### config.mk
export PLATFORM = sky130hd
export DESIGN_NAME = rvs_sqrt_pipe
export DESIGN_NICKNAME = d
export VERILOG_FILES = /design/src/hw/rtl/rvs_pkg.sv /design/src/hw/rtl/rvs_sqrt_pipe.sv
export SDC_FILE = /design/constraint.sdc
export NUM_CORES = 1
export LEC_CHECK = 0
export BUFFER_PORTS_ARGS = -buffer_cell sky130_fd_sc_hd__buf_2
export CAP_MARGIN = 10
export CORE_UTILIZATION = 50
export DETAILED_ROUTE_END_ITERATION = 10
export PLACE_DENSITY = 0.76
export SETUP_SLACK_MARGIN = 0.2
export SYNTH_ARGS = -nofsm -noshare
export SYNTH_HDL_FRONTEND = slang
export SYNTH_SLANG_ARGS = --single-unit
### constraint.sdc
create_clock -name clk -period 9.8 [get_ports clk]
set_clock_uncertainty 0.05 [all_clocks]
set_input_delay 1.47 -clock clk [delete_from_list [all_inputs] [get_ports clk]]
set_output_delay 1.47 -clock clk [all_outputs]
set_load 0.05 [all_outputs]
### src/hw/rtl/rvs_pkg.sv
// Shared constants, types and register codes for the radial vignette shader.
`timescale 1ns / 1ps

package rvs_pkg;

	localparam int COORD_BITS     = 13;
	localparam int CHANNEL_BITS   = 16;
	localparam int FRAC_BITS      = 4;

	localparam int CENTRE_BITS    = 17;
	localparam int RADIUS_BITS    = 18;
	localparam int FADE_BITS      = 17;
	localparam int RECIP_BITS     = 24;
	localparam int CFG_DATA_BITS  = 24;
	localparam int CFG_INDEX_BITS = 3;

	localparam logic [CENTRE_BITS-1:0] CENTRE_RESET = CENTRE_BITS'(65536);
	localparam logic [FRAC_BITS-1:0]   HALF_PIXEL   = FRAC_BITS'(1 << (FRAC_BITS - 1));

	localparam int POS_BITS   = COORD_BITS + FRAC_BITS;
	localparam int DELTA_BITS = (POS_BITS > CENTRE_BITS) ? POS_BITS : CENTRE_BITS;
	localparam int SQR_BITS   = 2 * DELTA_BITS;
	localparam int SUM_BITS   = SQR_BITS + 1;

	localparam int SQRT_DIGITS_PER_STAGE = 2;
	localparam int SQRT_STAGES = (SUM_BITS + 2 * SQRT_DIGITS_PER_STAGE - 1)
		/ (2 * SQRT_DIGITS_PER_STAGE);
	localparam int ROOT_BITS = SQRT_STAGES * SQRT_DIGITS_PER_STAGE;
	localparam int RAD_BITS  = 2 * ROOT_BITS;
	localparam int REM_BITS  = ROOT_BITS + 2;

	localparam int SHADE_FRAC = 16;
	localparam int SHADE_BITS = SHADE_FRAC + 1;
	localparam logic [SHADE_BITS-1:0] SHADE_ONE = SHADE_BITS'(1 << SHADE_FRAC);

	typedef enum logic [CFG_INDEX_BITS-1:0] {
		CFG_CENTRE_X = 3'd0,
		CFG_CENTRE_Y = 3'd1,
		CFG_RADIUS   = 3'd2,
		CFG_FADE     = 3'd3,
		CFG_RECIP    = 3'd4,
		CFG_INVERT   = 3'd5
	} cfg_index_t;

	typedef struct packed {
		logic [CHANNEL_BITS-1:0] red;
		logic [CHANNEL_BITS-1:0] green;
		logic [CHANNEL_BITS-1:0] blue;
		logic [CHANNEL_BITS-1:0] alpha;
	} rgba_t;

endpackage

### src/hw/rtl/rvs_sqrt_pipe.sv
// Pipelined digit-by-digit integer square root that carries the pixel colour alongside.
`timescale 1ns / 1ps

module rvs_sqrt_pipe import rvs_pkg::*; (
	input  logic                 clk,
	input  logic                 arst_n,
	input  logic                 adv,
	input  logic                 in_valid,
	input  logic [SUM_BITS-1:0]  radicand,
	input  rgba_t                in_rgba,
	output logic                 out_valid,
	output logic [ROOT_BITS-1:0] root,
	output rgba_t                out_rgba
);

	logic                 valid_s [SQRT_STAGES];
	logic [REM_BITS-1:0]  rem_s   [SQRT_STAGES];
	logic [ROOT_BITS-1:0] root_s  [SQRT_STAGES];
	logic [RAD_BITS-1:0]  rad_s   [SQRT_STAGES];
	rgba_t                rgba_s  [SQRT_STAGES];

	for (genvar g = 0; g < SQRT_STAGES; g++) begin : g_stage
		logic                 valid_in;
		logic [REM_BITS-1:0]  rem_in;
		logic [ROOT_BITS-1:0] root_in;
		logic [RAD_BITS-1:0]  rad_in;
		rgba_t                rgba_in;
		logic [REM_BITS-1:0]  rem_c;
		logic [ROOT_BITS-1:0] root_c;
		logic [RAD_BITS-1:0]  rad_c;

		if (g == 0) begin : g_first
			assign valid_in = in_valid;
			assign rem_in   = '0;
			assign root_in  = '0;
			assign rad_in   = RAD_BITS'(radicand);
			assign rgba_in  = in_rgba;
		end else begin : g_next
			assign valid_in = valid_s[g-1];
			assign rem_in   = rem_s[g-1];
			assign root_in  = root_s[g-1];
			assign rad_in   = rad_s[g-1];
			assign rgba_in  = rgba_s[g-1];
		end

		always_comb begin : step
			logic [REM_BITS-1:0] trial;
			rem_c  = rem_in;
			root_c = root_in;
			trial  = '0;
			for (int k = 0; k < SQRT_DIGITS_PER_STAGE; k++) begin
				rem_c = {rem_c[REM_BITS-3:0], rad_in[RAD_BITS-1-2*k -: 2]};
				trial = {root_c, 2'b01};
				if (rem_c >= trial) begin
					rem_c  = rem_c - trial;
					root_c = {root_c[ROOT_BITS-2:0], 1'b1};
				end else begin
					root_c = {root_c[ROOT_BITS-2:0], 1'b0};
				end
			end
			rad_c = {rad_in[RAD_BITS-1-2*SQRT_DIGITS_PER_STAGE:0],
				{(2 * SQRT_DIGITS_PER_STAGE){1'b0}}};
		end

		always_ff @(posedge clk or negedge arst_n) begin
			if (!arst_n) begin
				valid_s[g] <= 1'b0;
			end else if (adv) begin
				valid_s[g] <= valid_in;
			end
		end

		always_ff @(posedge clk) begin
			if (adv) begin
				rem_s[g]  <= rem_c;
				root_s[g] <= root_c;
				rad_s[g]  <= rad_c;
				rgba_s[g] <= rgba_in;
			end
		end
	end

	assign out_valid = valid_s[SQRT_STAGES-1];
	assign root      = root_s[SQRT_STAGES-1];
	assign out_rgba  = rgba_s[SQRT_STAGES-1];

endmodule

==> impl_metrics.csv <==
group,metric,value,unit
run_status,status,"complete, no violations",
placed_design,place_area,42500,um^2
pwr,p_per_area,254,nW/um^2
yosys,yosysWarnings,0,
yosys,syn-instance-count,2742,
floorplanning,start_util,50.8,%
worst_setup_path,timing.critical_path.from_type,"flip-flop",
drt,wire_per_inst,17.1,um
drt,drt_iter0_markers,1300,
drt,route.antenna.remaining_nets,0,
min_path,hold_path_depth,0,
timing,timing.final.setup_violations,0,
pwr,clkPwrFrac,31.3,%
worst_setup_path,crit_path_max_fanout,25,
yosys,synth_seq_cells,950,
layout,final_cell_count_no_fill,4129,
timing,max_freq,155,MHz
pwr,sw_frac_of_total,28.7,%
drt,final_routed_drc_violation_total,0,
grt,grt_first_pass_wirelength,111,mm
yosys,post_synthesis_cell_area,40300,um^2
grt,global_route.usage.met1,20.2,%
pwr,seqPwrFrac,45.3,%
worst_setup_path,critPathKind,"flip-flop to flip-flop",
job,cap_violations,0,
grt,total_grt_overflow,0,
timing,finalCriticalPeriod,6.46,ns
timing,final_hold_viol_count,0,
grt,grt.met3_usage,3.50,%
timing,slew_headroom,24.5,%
pwr,part_of_the_power_in_combinational_logic,23.4,%
yosys,synth.distinct_cells,84,
worst_setup_path,crit_path_end_kind,"flip-flop",
floorplanning,design.portCount,186,
grt,grt_pass1_vias,21700,
placed_design,buffer_ports.inserted,185,
placed_design,place_inst,3951,
worst_setup_path,worstPathRequired,10.14,ns
layout,net_count_final,3286,
floorplanning,floorplan.die.height,286,um
pwr,leakage,17.5,nW
cts,ctsRootBufferMaster,"clkbuf_16",
pwr,p_int,0.00826,W
floorplanning,die-area,81800,um^2
placed_design,detailed_placement_wirelength_estimate,46.9,mm
cts,clkSlewWorstSetupHoldPaths,0.06,ns
timing,post-route-period-util,65.9,%
min_path,hold_path.class,"flip-flop to flip-flop",
yosys,synth_top_cells_by_count,"edfxtp_1 (941), ha_1 (185), a21oi_1 (180)",
layout,finalCoreUtilization,57.6,%
cts,post_cts_resize_count,0,
pwr,post-layout-total-power,0.0116,W
yosys,synth_enable_flop_cells,941,
cts,htree_num_levels,3,
yosys,synthArstFlopShare,0.947,%
grt,use_met2,30.2,%
yosys,synth_top_area_share,70.1,%
timing,unrepaired_setup_endpoints_after_global_routing,"false",
layout,area_growth_syn_to_layout,13.4,%
grt,antenna_violations_before_repair,11,
cts,clock-sinks,950,
floorplanning,std_cell_rows,103,
yosys,syn-num-nets,3030,
pwr,vdd_ir_drop_max,201,uV
cts,insertion_delay,0.66,ns
grt,busiest_layer,"met2",
timing,setup_tns,0,ns
floorplanning,floorplan.core_area,79400,um^2
cts,tritoncts_clock_tree,"yes",
worst_setup_path,worst_case_reg_to_reg_path_depth,22,
timing,actual_transition_at_the_worst_max_transition_pin,1.13,ns
yosys,synth.most_common_cell,"edfxtp_1",
cts,clockBufferDepth,3,
yosys,synth.yosys.seq_area_share,70.6,%
drt,routed-via-count,21900,
grt,grtUsageTotal,17.0,%
grt,grt_start_max_net_pins,205,
drt,drt_pre_antenna_iters,5,
yosys,synth_largest_area_cell,"edfxtp_1",
floorplanning,die_width,286,um
cts,tritoncts.num_buffers,94,
drt,vias_per_cell,5.30,
yosys,post_synth.cell_area_avg,14.7,um^2
yosys,most_used_dff_post_synth,"edfxtp_1",
cts,post_cts_buffers,0,
yosys,synth_area_leaders,"edfxtp_1 (70%), ha_1 (5.7%), xnor2_1 (2.6%)",
pwr,power.net_switching,0.00333,W
cts,postCtsHoldBufs,0,
drt,wl,70.4,mm
timing,drv_slew,0,
placed_design,finalWeightedCongestion,0.894,
layout,drive_above_1_share,13.2,%
worst_setup_path,critPathArrivalTime,6.80,ns
layout,final_area,45700,um^2
[per-layer routing]
layer  part of all wire (%)  vias up
li1                       -    10900
met1                     41    10300
met2                     51      482
met3                    4.7      160
met4                    3.1       18
met5                   0.16        -
[per-stage QoR]
step	hold WS, ns	setup slack [ns]
floorplan	0.350	4.43
global placement	0.350	3.43
detailed placement	0.355	3.38
CTS	0.356	3.35
global route	0.357	2.70
finish	0.354	3.34
[power by group through the flow]
stage | sequential, W | clock, W | combinational, W
final | 0.00525 | 0.00363 | 0.00271
after global routing | 0.00530 | 0.00388 | 0.00303
after CTS | 0.00525 | 0.00373 | 0.00271
after detailed placement | 0.00533 | 0 | 0.00268
after global placement | 0.00531 | 0 | 0.00264
after floorplan | 0.00531 | 0 | 0.00202
[sequential cells by signal, indices dropped and copies added (netlist names)]
register and count:
rgba_s 576, rad_s 144, g_stage.valid_in 8, root_s 90, rem_s 131, out_valid 1
[kinds of logic after synthesis]
| group | after synthesis | share of synthesized area (%) |
|---|---|---|
| adders and majority gates | 185 | 5.74 |
| buffers and inverters | 193 | 1.93 |
| muxes | 45 | 1.21 |
| xor gates and xnor gates | 185 | 4.02 |
| DFF | 950 | 70.6 |
| AOI/OAI and AO/OA | 543 | 8.53 |
| and+or+nand+nor | 641 | 7.95 |
[area by class of cell]
cell class	instances	area, um^2
clock inverters	70	779
fillers	6156	33700
diodes	1	2.50
flip-flops and latches	950	28500
multi-input cells	1599	11100
well taps	1050	1310
inverters	156	596
repair buffers	197	1080
clock buffers	106	2400
[final timing paths]
check | endpoint | slack, ns | start
max | rem_s[0][116] | 3.34 | rem_s[0][80]
min reg2reg | rad_s[0][146] | 0.35 | rad_s[0][110]
max in group asynchronous | g_stage[6].valid_in | 8.92 | arst_n
max reg2reg | rem_s[0][116] | 3.34 | rem_s[0][80]
min | rad_s[0][146] | 0.35 | rad_s[0][110]
min in group asynchronous | out_valid | 0.60 | arst_n
[critical path: stages, from the launching register on]
cell	delay (ns)
edfxtp_1	0.40
ha_1	0.38
nor2b_1	0.16
o21a_1	0.17
o21ai_0	0.21
nand3b_1	0.17
a211oi_1	0.43
nand2_1	0.48
clkinv_1	0.33
nor2_1	0.08
nor2_1	0.18
ha_1	0.33
a21o_1	0.21
a21oi_1	0.32
nor2b_1	0.09
o21ai_0	0.16
nand2_1	0.07
nand2_1	0.07
nand4_1	0.09
nor2_1	0.22
nand4b_1	0.91
and3_1	0.59
xnor2_1	0.13
[layout by cell type (no fill, tap or decap), types with 10 or more instances in the layout]
| cell type | count |
|---|---|
| o21ai_0 | 109 |
| a21o_1 | 74 |
| nand3_1 | 50 |
| mux2i_1 | 16 |
| clkbuf_1 | 12 |
| nand2_1 | 154 |
| buf_2 | 184 |
| mux2_2 | 29 |
| clkinv_1 | 24 |
| bufinv_16 | 11 |
| o31ai_1 | 15 |
| inv_1 | 150 |
| nor2b_1 | 33 |
| xnor2_1 | 120 |
| nor3_1 | 36 |
| xor2_1 | 65 |
| clkinv_2 | 20 |
| nand2b_1 | 27 |
| nand4_1 | 28 |
| o21bai_1 | 19 |
| clkbuf_16 | 94 |
| or3_1 | 14 |
| or4_1 | 11 |
| a21oi_1 | 180 |
| nand4b_1 | 10 |
| nor2_1 | 176 |
| edfxtp_1 | 941 |
| or2_2 | 17 |
| ha_1 | 185 |
| a211oi_1 | 20 |
| and3_1 | 20 |
| nor4_1 | 11 |
| and2_1 | 12 |
| o21a_1 | 30 |
| a31oi_1 | 14 |
Power figures use the tool's default switching activity.
